## src/design/mlk_pkg.sv

```systemverilog
// Shared types, constants and the letter table of the Morse letter keyer.
package mlk_pkg;

    localparam int CHAR_W = 8;
    localparam int UNIT_W = 16;
    localparam int DUR_W  = 19;
    localparam int STEP_W = 4;

    localparam logic [UNIT_W-1:0] DOT_LENGTH_RESET = 16'd700;

    localparam logic [CHAR_W-1:0] CHAR_SPACE = 8'h20;
    localparam logic [CHAR_W-1:0] CHAR_A     = 8'h41;
    localparam logic [CHAR_W-1:0] CHAR_Z     = 8'h5A;

    // Bits 6..4 hold the element count, bit i is set when element i is a dash.
    typedef logic [6:0] t_code;

    localparam t_code LETTER_CODE [26] = '{
        7'h22, 7'h41, 7'h45, 7'h31, 7'h10, 7'h44, 7'h33, 7'h40, 7'h20,
        7'h4E, 7'h35, 7'h42, 7'h23, 7'h21, 7'h37, 7'h46, 7'h4B, 7'h32,
        7'h30, 7'h11, 7'h34, 7'h48, 7'h36, 7'h49, 7'h4D, 7'h43
    };

    // Classified character: what the sequencer needs to play it out.
    typedef struct packed {
        logic       is_space;
        logic [2:0] count;
        logic [3:0] dash;
    } t_desc;

    // Status of the queue as seen by its producer and consumer.
    typedef struct packed {
        logic full;
        logic valid;
    } t_q_status;

    function automatic t_desc classify(input logic [CHAR_W-1:0] ch);
        t_desc      d;
        logic [4:0] idx;
        t_code      code;
        idx        = 5'(ch - CHAR_A);
        code       = LETTER_CODE[idx];
        d.is_space = 1'b0;
        d.count    = 3'd0;
        d.dash     = 4'd0;
        if (ch == CHAR_SPACE) begin
            d.is_space = 1'b1;
        end else if (ch >= CHAR_A && ch <= CHAR_Z) begin
            d.count = code[6:4];
            d.dash  = code[3:0];
        end
        return d;
    endfunction

endpackage

```

## src/design/mlk_front.sv

```systemverilog
// Front stage: accepts characters and registers their classified form.
module mlk_front
    import mlk_pkg::*;
(
    input  logic              i_clk,
    input  logic              i_rst_n,
    input  logic              i_valid,
    output logic              o_ready,
    input  logic [CHAR_W-1:0] i_character,
    input  t_q_status         i_q_status,
    output logic              o_push,
    output t_desc             o_desc
);

    logic  r_valid;
    t_desc r_desc;

    assign o_push  = r_valid && !i_q_status.full;
    assign o_ready = !r_valid || !i_q_status.full;
    assign o_desc  = r_desc;

    always_ff @(posedge i_clk) begin
        if (!i_rst_n) begin
            r_valid <= 1'b0;
        end else if (o_ready) begin
            r_valid <= i_valid;
        end
    end

    always_ff @(posedge i_clk) begin
        if (o_ready && i_valid) begin
            r_desc <= classify(i_character);
        end
    end

endmodule

```

## src/design/mlk_queue.sv

```systemverilog
// Small register queue of classified characters between front and back.
module mlk_queue
    import mlk_pkg::*;
#(
    parameter int DEPTH = 2
) (
    input  logic      i_clk,
    input  logic      i_rst_n,
    input  logic      i_push,
    input  t_desc     i_desc,
    input  logic      i_pop,
    output t_q_status o_status,
    output t_desc     o_desc
);

    localparam int PTR_W = (DEPTH > 1) ? $clog2(DEPTH) : 1;
    localparam int CNT_W = $clog2(DEPTH + 1);

    t_desc            r_entry [DEPTH];
    logic [PTR_W-1:0] r_wr_ptr, r_rd_ptr;
    logic [CNT_W-1:0] r_count;
    logic             do_push, do_pop;

    function automatic logic [PTR_W-1:0] wrap_inc(input logic [PTR_W-1:0] p);
        return (p == PTR_W'(DEPTH - 1)) ? '0 : PTR_W'(p + 1'b1);
    endfunction

    assign o_status.full  = (r_count == CNT_W'(DEPTH));
    assign o_status.valid = (r_count != '0);
    assign do_push        = i_push && !o_status.full;
    assign do_pop         = i_pop && o_status.valid;
    assign o_desc         = r_entry[r_rd_ptr];

    always_ff @(posedge i_clk) begin
        if (!i_rst_n) begin
            r_wr_ptr <= '0;
            r_rd_ptr <= '0;
            r_count  <= '0;
        end else begin
            if (do_push) begin
                r_wr_ptr <= wrap_inc(r_wr_ptr);
            end
            if (do_pop) begin
                r_rd_ptr <= wrap_inc(r_rd_ptr);
            end
            if (do_push && !do_pop) begin
                r_count <= CNT_W'(r_count + 1'b1);
            end else if (do_pop && !do_push) begin
                r_count <= CNT_W'(r_count - 1'b1);
            end
        end
    end

    always_ff @(posedge i_clk) begin
        if (do_push) begin
            r_entry[r_wr_ptr] <= i_desc;
        end
    end

endmodule

```

## src/design/mlk_back.sv

```systemverilog
// Back stage: steps through the intervals of the queued character.
module mlk_back
    import mlk_pkg::*;
(
    input  logic              i_clk,
    input  logic              i_rst_n,
    input  logic [UNIT_W-1:0] i_unit,
    input  t_q_status         i_q_status,
    input  t_desc             i_desc,
    output logic              o_pop,
    output logic              o_valid,
    input  logic              i_ready,
    output logic              o_light_on,
    output logic [DUR_W-1:0]  o_duration,
    output logic              o_last_interval
);

    typedef enum logic [2:0] {
        UNITS_1 = 3'b001,
        UNITS_3 = 3'b010,
        UNITS_7 = 3'b100
    } t_units;

    logic [STEP_W-1:0] r_step, n_step;
    logic              r_out_valid;
    logic              r_light, r_last;
    logic [DUR_W-1:0]  r_dur;

    logic             load, final_step, light, dash;
    t_units           units;
    logic [DUR_W-1:0] dur1, dur3, dur7, dur;

    assign dur1 = DUR_W'(i_unit);
    assign dur3 = DUR_W'(dur1 << 1) + dur1;
    assign dur7 = DUR_W'(dur1 << 3) - dur1;

    assign load       = i_q_status.valid && (!r_out_valid || i_ready);
    assign final_step = (r_step == {i_desc.count, 1'b0});
    assign dash       = i_desc.dash[r_step[2:1]];
    assign o_pop      = load && final_step;

    always_comb begin
        light = 1'b0;
        units = UNITS_1;
        if (final_step) begin
            units = i_desc.is_space ? UNITS_7 : UNITS_3;
        end else if (!r_step[0]) begin
            light = 1'b1;
            units = dash ? UNITS_3 : UNITS_1;
        end
        case (units)
            UNITS_1: dur = dur1;
            UNITS_3: dur = dur3;
            UNITS_7: dur = dur7;
            default: dur = dur1;
        endcase
        n_step = r_step;
        if (load) begin
            n_step = final_step ? '0 : STEP_W'(r_step + 1'b1);
        end
    end

    always_ff @(posedge i_clk) begin
        if (!i_rst_n) begin
            r_step      <= '0;
            r_out_valid <= 1'b0;
        end else begin
            r_step <= n_step;
            if (load) begin
                r_out_valid <= 1'b1;
            end else if (i_ready) begin
                r_out_valid <= 1'b0;
            end
        end
    end

    always_ff @(posedge i_clk) begin
        if (load) begin
            r_light <= light;
            r_dur   <= dur;
            r_last  <= final_step;
        end
    end

    assign o_valid         = r_out_valid;
    assign o_light_on      = r_light;
    assign o_duration      = r_dur;
    assign o_last_interval = r_last;

endmodule

```

## src/design/morse_letter_keyer_unit.sv

```systemverilog
// Top level of the Morse letter keyer: front stage, queue and interval sequencer.
//
// Each accepted word is one ASCII character. The keyer answers with the key
// intervals that send it: for a letter A to Z, each dot or dash as an on
// interval of one or three units followed by a one-unit off interval, then a
// closing three-unit off interval; a space gives one seven-unit off interval,
// and every other code gives only the three-unit off interval. The closing
// interval carries o_last_interval. One unit is i_cfg_data ticks as last
// written through i_cfg_we (700 after reset, and a value of zero counts as
// one); write it only while the keyer is idle. The sequencer delivers one
// interval per cycle unless the output is stalled; a character gives
// 2 * elements + 1 intervals, from one for a non-letter up to nine for a
// four-element letter. The front stage classifies characters and feeds a
// queue of QUEUE_DEPTH entries. The character being played keeps its queue
// entry until its last interval is issued, so while the sequencer is busy
// or the output is stalled, up to QUEUE_DEPTH further characters are taken
// before o_ready drops, and the sequencer moves from one character to the
// next with no idle cycle. The output is registered: an accepted character
// passes the front register and a queue entry before it reaches the output.
module morse_letter_keyer_unit
    import mlk_pkg::*;
#(
    parameter int QUEUE_DEPTH = 2
) (
    input  logic              i_clk,
    input  logic              i_rst_n,
    input  logic              i_cfg_we,
    input  logic [UNIT_W-1:0] i_cfg_data,
    input  logic              i_valid,
    output logic              o_ready,
    input  logic [CHAR_W-1:0] i_character,
    output logic              o_valid,
    input  logic              i_ready,
    output logic              o_light_on,
    output logic [DUR_W-1:0]  o_duration,
    output logic              o_last_interval
);

    logic [UNIT_W-1:0] r_dot_length;
    logic [UNIT_W-1:0] unit;
    t_q_status         q_status;
    t_desc             front_desc, head_desc;
    logic              push, pop;

    // Unit length register; zero is treated as one tick.
    always_ff @(posedge i_clk) begin
        if (!i_rst_n) begin
            r_dot_length <= DOT_LENGTH_RESET;
        end else if (i_cfg_we) begin
            r_dot_length <= i_cfg_data;
        end
    end

    assign unit = (r_dot_length == '0) ? UNIT_W'(1) : r_dot_length;

    mlk_front u_front (
        .i_clk       (i_clk),
        .i_rst_n     (i_rst_n),
        .i_valid     (i_valid),
        .o_ready     (o_ready),
        .i_character (i_character),
        .i_q_status  (q_status),
        .o_push      (push),
        .o_desc      (front_desc)
    );

    mlk_queue #(
        .DEPTH (QUEUE_DEPTH)
    ) u_queue (
        .i_clk    (i_clk),
        .i_rst_n  (i_rst_n),
        .i_push   (push),
        .i_desc   (front_desc),
        .i_pop    (pop),
        .o_status (q_status),
        .o_desc   (head_desc)
    );

    mlk_back u_back (
        .i_clk           (i_clk),
        .i_rst_n         (i_rst_n),
        .i_unit          (unit),
        .i_q_status      (q_status),
        .i_desc          (head_desc),
        .o_pop           (pop),
        .o_valid         (o_valid),
        .i_ready         (i_ready),
        .o_light_on      (o_light_on),
        .o_duration      (o_duration),
        .o_last_interval (o_last_interval)
    );

    // The closing interval of a character is always key up.
    assert property (@(posedge i_clk) disable iff (!i_rst_n)
        o_valid |-> !(o_light_on && o_last_interval))
        else $error("closing interval has the key down");

    // Every interval is one, three or seven units long.
    assert property (@(posedge i_clk) disable iff (!i_rst_n)
        o_valid |-> (o_duration == DUR_W'(unit)
                  || o_duration == DUR_W'(unit) * DUR_W'(3)
                  || o_duration == DUR_W'(unit) * DUR_W'(7)))
        else $error("interval length is not 1, 3 or 7 units");

    // A key-down interval is never the closing one and never has zero length.
    assert property (@(posedge i_clk) disable iff (!i_rst_n)
        (o_valid && o_light_on) |-> !o_last_interval && o_duration != '0)
        else $error("key-down interval is malformed");

endmodule

```

## config.mk

```make
export PLATFORM = sky130hd
export DESIGN_NAME = morse_letter_keyer_unit
export DESIGN_NICKNAME = d
export VERILOG_FILES = /design/src/design/mlk_pkg.sv /design/src/design/mlk_front.sv /design/src/design/mlk_queue.sv /design/src/design/mlk_back.sv /design/src/design/morse_letter_keyer_unit.sv
export SDC_FILE = /design/constraint.sdc
export NUM_CORES = 1
export LEC_CHECK = 0
export ABC_CLOCK_PERIOD_IN_PS = 3100
export BUFFER_PORTS_ARGS = -buffer_cell sky130_fd_sc_hd__buf_2
export CAP_MARGIN = 25
export CORE_ASPECT_RATIO = 1.25
export CORE_MARGIN = 2
export CORE_UTILIZATION = 45
export DETAILED_ROUTE_END_ITERATION = 7
export HOLD_SLACK_MARGIN = 0.15
export PLACE_DENSITY = 0.67
export SLEW_MARGIN = 20
export SYNTH_ARGS = -nofsm -noshare
export SYNTH_HDL_FRONTEND = slang
export SYNTH_SLANG_ARGS = --single-unit
```

## constraint.sdc

```tcl
create_clock -name i_clk -period 3.1 [get_ports i_clk]
set_input_delay 0.31 -clock i_clk [delete_from_list [all_inputs] [get_ports i_clk]]
set_output_delay 0.31 -clock i_clk [all_outputs]
set_load 0.005 [all_outputs]
```

* Word-level counts from Yosys, hierarchy flattened *
Memory sizes are Yosys's and may differ from the RTL's. A register that Yosys moved wholly into a read port is not among the register bits.
Cells that the tools add are included.

storage, ports and cells
  register bits = 48
  bits in latches = 0
  bits in writable memories = 16
  ROM bits = 224
  input bits = 29
  output and inout bits = 23
  memories kept = 2

cells by class
  $add $sub $neg = 8
  $mul = 0
  div/mod/pow operators = 0
  magnitude comparators = 3
  equal/unequal tests = 5
  shifts and indexed selects = 0
  mux-type cells = 21
  bitwise gates (word level) = 2
  reduce and logical (&&, ||, !) cells = 21

memories
  name              depth  bits a word  read ports  clocked after Yosys merged registers in  wr ports  line             text
  (name not given)  32     7            1           1                                        0         mlk_pkg.sv:42    code = LETTER_CODE[idx];
  u_queue.r_entry   2      8            1           1                                        1         mlk_queue.sv:19  t_desc r_entry [DEPTH];

operators by type and width
  operator             number
  $pmux 19 s2          1
  $sub 19x16->19       1
  $add 17x16->18       1
  $logic_not 16->1     1
  $mux 16              1
  $mux 1               11
  $logic_and 1x1->1    9
  $mux 3               3
  $eq 8x6->1 const B   1
  $ge 8x7->1 const B   1
  $le 8x7->1 const B   1
  $mux 2               3
  $not 5->6            1
  $reduce_bool 2->1    3
  $logic_not 1->1      5
  $sub 5x1->5 const B  1
  $add 4x1->4 const B  1
  $eq 4x4->1           1
  $mux 4               1
  $eq 3x2->1 const B   1
  $eq 3x3->1 const B   1
  $lt 2x3->1 const B   1
  $add 1x1->1 const B  2
  $add 2x1->2 const B  1
  other kinds (6)      7

* Depth between registers and ports, before layout *
  word-level depth = 8
  mapped depth = 16
  mapped depth without buffers = 15

* Cells and area by module *
A second synthesis with hierarchy kept.

second synthesis, totals
  cell total of the unflattened synthesis = 547
  area total of the unflattened synthesis = 5251.3 um^2

by module, submodules not included
  module                   instances  cells each  area each (um^2)  seq. area each (um^2)
  mlk_back                 1          307         2772.7            730.7
  mlk_front                1          118         982.2             260.2
  mlk_queue                1          51          805.8             580.6
  morse_letter_keyer_unit  1          71          690.7             320.3

* Worst setup path after synthesis *
No wires, ideal clock.

  path type = flip-flop to flip-flop
  start = register r_dot_length[15]
  end = register u_back.r_dur[14] (netlist: u_back.o_duration[14]), data pin
  setup time = 261 ps
  arrival time = 3109 ps
  setup slack = -270 ps
  cell stages (with the launch flop) = 16
  buffers on the path = 1
  path through = dfxtp_1 > inv_1 > ha_1 > nand4_1 > nor2_1 > nand2_1 > clkbuf_1 > nand2_1 > ha_1 > nand3_1 > o21ai_0 > o31ai_2 > o32ai_1 > or2_2 > xor2_1 > a221o_1

between the ends
  word-level cells in the longest chain between the ends = 4

RTL lines
  item                                                     line                            text
  start: declaration                                       morse_letter_keyer_unit.sv:39   logic [UNIT_W-1:0] r_dot_length;
  start signal: assignment                                 morse_letter_keyer_unit.sv:50   r_dot_length <= i_cfg_data;
  $logic_not 16->1 *                                       morse_letter_keyer_unit.sv:54   assign unit = (r_dot_length == '0) ? UNIT_W'(1) : r_dot_length;
  $mux 16 *                                                morse_letter_keyer_unit.sv:54
  $sub 19x16->19 / $add 17x16->18 (equally long branches)  mlk_back.sv:35, mlk_back.sv:34
  $pmux 19 s2 *                                            mlk_back.sv:51                  case (units)
  named net u_back.dur[14]                                 mlk_back.sv:31                  logic [DUR_W-1:0] dur1, dur3, dur7, dur;
  end signal: assignment                                   mlk_back.sv:80                  r_dur <= dur;
  end: declaration                                         mlk_back.sv:27                  logic [DUR_W-1:0] r_dur;

The timed path passes the listed nets; every way through them passes the cells marked *.
A chain may end at the register's enable or synchronous reset.

* Worst setup path in the final report *
  start = register r_dot_length[14]
  end = register u_back.r_dur[14] (netlist: u_back.o_duration[14]), data pin

between the ends
  word-level cells in the longest chain between the ends = 4

RTL lines
  item                                                     line
  $logic_not 16->1                                         morse_letter_keyer_unit.sv:54
  $mux 16 *                                                morse_letter_keyer_unit.sv:54
  $sub 19x16->19 / $add 17x16->18 (equally long branches)  mlk_back.sv:35, mlk_back.sv:34
  $pmux 19 s2 *                                            mlk_back.sv:51
  named net u_back.dur[14]                                 mlk_back.sv:31

Marks and branches as above.

==> summary.md <==
| Metric | Value |
|---|---|
| Fillers | 853 |
| Worst R2R Setup Slack | -0.08 ns |
| Placer Congestion | 0.958 |
| Synth async-reset ratio | 0 |
| R2R cell count | 16 |
| Worst hold slack | 0.206 ns |
| Synthesized flop and latch total | 72 |
| GRT Total Usage | 0.231 |
| Detail Route Antenna Nets | 0 |
| Worst slack, placed | -0.207 ns |
| Layout Skew | 0.00600 ns |
| Hold path start | i_cfg_data[2] |
| Fraction of layout cells with a size suffix above 1 | 0.399 |
| Most frequent CP cell | ha_4 |
| Cells along the critical path | inv_2, ha_4, nand4_1, nor2_2, nand2_2, buf_12, nand2_8, inv_6, ha_4, nand3_2, or2_4, o211ai_1, a41oi_2, nor2b_4, xnor2_1, a221o_1 |
| Combinational Power Share | 0.346 |
| DRC | 0 |
| Psw | 0.00116 W |
| Internal | 0.00239 W |
| CP Capture Point | u_back.o_duration[14]$_DFFE_PP_ |
| Core ar. | 11100 sq um |
| Clock transition at path regs | 0.07 ns |
| Reg power frac | 0.346 |
| RSZ-0062 raised after global routing | yes |
| Yosys top cell area share | 0.265 |
| First-pass GRT wire length | 22300 microns |
| Top post-synthesis cells by area | edfxtp_1, ha_1, dfxtp_1, xnor2_1, a21oi_1 |
| CP Data Required Time | 3.20 ns |
| Area grow syn2layout | 38.8% |
| Mapped Cells | 553 |
| Hold crit path type | in -> reg |
| Overall power | 0.00354 W |
| Outcome | finished, violations left |
| Syn Nets | 631 |
| Die height | 123 microns |
| Vias per inst | 5.64 |
| R2R Path Start | r_dot_length[14]$_SDFFE_PN0P_ |
| Count of flip-flops with a built-in enable after synthesis | 45 |
| Crit Path Class | reg -> reg |
| Largest net degree at the start of global routing | 28 |
| Drt first-iter violations | 226 |
| Syn Area/Cell | 9.22 sq um |
| WL final | 14300 microns |
| Violated checks | setup timing |
| Clk_lat worst skew | 0.34 ns |
| Die Wd | 99.2 microns |
| # diodes | 0 |
| CP delay by family, top | simple AND/OR/NAND/NOR gates |
| Startpoint Class | flop |
| Mapped cell area | 5100 sq um |
| Crit path depth | 16 |
| I/O Pins | 52 |
| Overflow after GRT | 0 |
| Syn. warnings | 0 |
| Row count | 43 |
| Max incr delay on CP | 0.32 ns |
| Vias in the first global route | 4660 |
| Period Utilization, post-route | 1.02 |
| Antenna violations before repair | 0 |
| Peak VDD IR | 294 uV |
| Fmax achieved | 0.315 GHz |
| Fin worst setup slack | -0.0753 ns |
| Most frequent cells in the layout | buf_4, buf_2, edfxtp_1 |
| Detailed-router iteration count before antenna repair | 5 |
| Count of input and output buffers | 51 |
| Final setup viols | 2 |
| Max cap viols | 0 |
| CTS Buffer Depth | 2 |
| Slew margin rel. | 0.499 |
| DP Area | 6120 sq um |
| CP arrival | 3.27 ns |
| R2r endpoint | u_back.o_duration[14]$_DFFE_PP_ |
| Worst setup path start | r_dot_length[14]$_SDFFE_PN0P_ |
| Clock power share | 0.308 |
| Crit Path Max Fanout | 7 |
| Root buf cell | clkbuf_16 |
| Nets@finish | 768 |
| Buf/Inv on CP | 3 |
| Commonest non-fill, non-tap cell in the layout | buf_4 |
| Clock Sinks | 72 |
| Util after Layout | 0.638 |
| Hold_buf cts | 0 |
| Slew Viols, Final | 0 |
| Ys flop type | edfxtp_1 |
| Sw Share | 0.326 |
| Fin. Hold Viols | 0 |
| # H-tree levels | 3 |
| Cts bufs inserted | 9 |
| WL per Instance | 17.2 microns |
| DR vias | 4682 |
| Die area | 12200 sq um |
| Leak | 2.94 nW |
| Post-route cell area | 7080 sq um |
| CP endpoint kind | flop |
| Synth cell types | 60 |
| Sequential-to-total area share from yosys stat | 0.371 |
| Slew of the pin with the lowest slew margin | 0.749 ns |
| Crit-path slowest cell | dfxtp_2 |
| Fin crit period | 3.18 ns |
| Initial Util | 0.460 |
| Area leader, netlist | edfxtp_1 |
| Pwr dens | 501 nW/um^2 |
| CTS tree | done |
| HPWL Detailed | 10200 microns |
[metrics by stage]
stage / setup TNS [ns] / instances
after floorplan: 0 / 553
after global placement: -0.649 / 806
after detailed placement: -1.08 / 806
after CTS: -0.0106 / 825
after global routing: -0.842 / 830
final: -0.145 / 830
[worst register-to-register path: cells and delay by family (launching register included)]
kind	cells	cell delay (ns)
adders and majority gates	2	0.40
DFF	1	0.32
and+or+nand+nor	7	1.03
AOI/OAI and AO/OA	3	0.75
xor gates and xnor gates	1	0.12
buffers and inverters	3	0.32
[logic make-up (layout without fill, tap and decap cells)]
kind of cell               Yosys count  after routing  share of synthesized area
and+or+nand+nor                    159            159                      0.157
AOI/OAI and AO/OA                  146            146                      0.185
DFF                                 72             72                      0.371
buffers and inverters               68            210                     0.0528
adders and majority gates           49             49                      0.122
xor gates and xnor gates            36             36                     0.0619
muxes                               23             23                     0.0508
[sequential cells by signal, indices dropped and copies added (netlist names), 2 cells and up, named ones only]
name / cells
u_back.r_step: 4
r_dot_length: 16
u_queue.r_count: 2
u_queue.r_entry: 16
u_front.o_desc: 8
u_back.o_duration: 19
[area by class of cell]
type                    count  area, sq um  share of cell area
flip-flops and latches     72         1900               0.269
clock inverters             7         86.3              0.0122
well taps                 135          169              0.0239
clock buffers               9          225              0.0318
multi-input cells         413         3500               0.494
repair buffers            148         1010               0.142
inverters                  46          190              0.0269
[routing by layer]
layer / global-route usage / routed length, microns
met1: 0.238 / 5520
met2: 0.446 / 7760
met3: 0.0407 / 554
met4: 0.114 / 461
met5: 0 / 0
[worst min-delay path by stage]
| stage | endpoint | slack, ns | cells past startpoint |
|---|---|---|---|
| after floorplan | u_queue.r_entry[0][0]$_DFFE_PP_ | 0.42 | 0 |
| after global placement | u_queue.r_entry[1][3]$_DFFE_PP_ | 0.42 | 0 |
| after detailed placement | u_queue.r_entry[0][5]$_DFFE_PP_ | 0.43 | 0 |
| after CTS | r_dot_length[2]$_SDFFE_PN1P_ | 0.19 | 3 |
| after global routing | r_dot_length[3]$_SDFFE_PN1P_ | 0.22 | 3 |
| final | r_dot_length[2]$_SDFFE_PN1P_ | 0.21 | 3 |
[cells in the mapped netlist (4+ instances only)]
library cell and count:
clkbuf_1 15, o211ai_1 10, a31oi_1 6, ha_1 48, a211oi_1 6, and2_1 7
o221ai_1 4, inv_1 46, nand2_1 49, xnor2_1 27, buf_2 5, or3_1 4
xor2_1 9, o31ai_1 4, or2_2 5, nand3_1 14, o21ai_0 37, nand2b_1 6
a21oi_1 37, a22oi_1 7, dfxtp_1 27, nor2b_1 15, edfxtp_1 45, mux2i_1 18
nor2_1 32, a21o_1 6, nor3_1 16, o21a_1 6
[power by group through the flow]
| stage | Sequential [W] | Clock [W] | Combinational (W) |
|---|---|---|---|
| 2_1_floorplan | 0.00125 | 0 | 0.000622 |
| 3_3_place_gp | 0.00124 | 0 | 0.00102 |
| 3_5_place_dp | 0.00124 | 0 | 0.00103 |
| 4_1_cts | 0.00122 | 0.00111 | 0.00113 |
| 5_1_grt | 0.00124 | 0.00115 | 0.00132 |
| 6_report | 0.00122 | 0.00109 | 0.00123 |
[what timing repair did]
action / in CTS / in global routing
buffers inserted: 3 / 6
pin swaps: 24 / 27
cloned: 0 / 0
setup endpoints to repair: 8 / 12
gates resized for setup: 90 / 58
No activity file was read; power rests on OpenSTA's default activity.
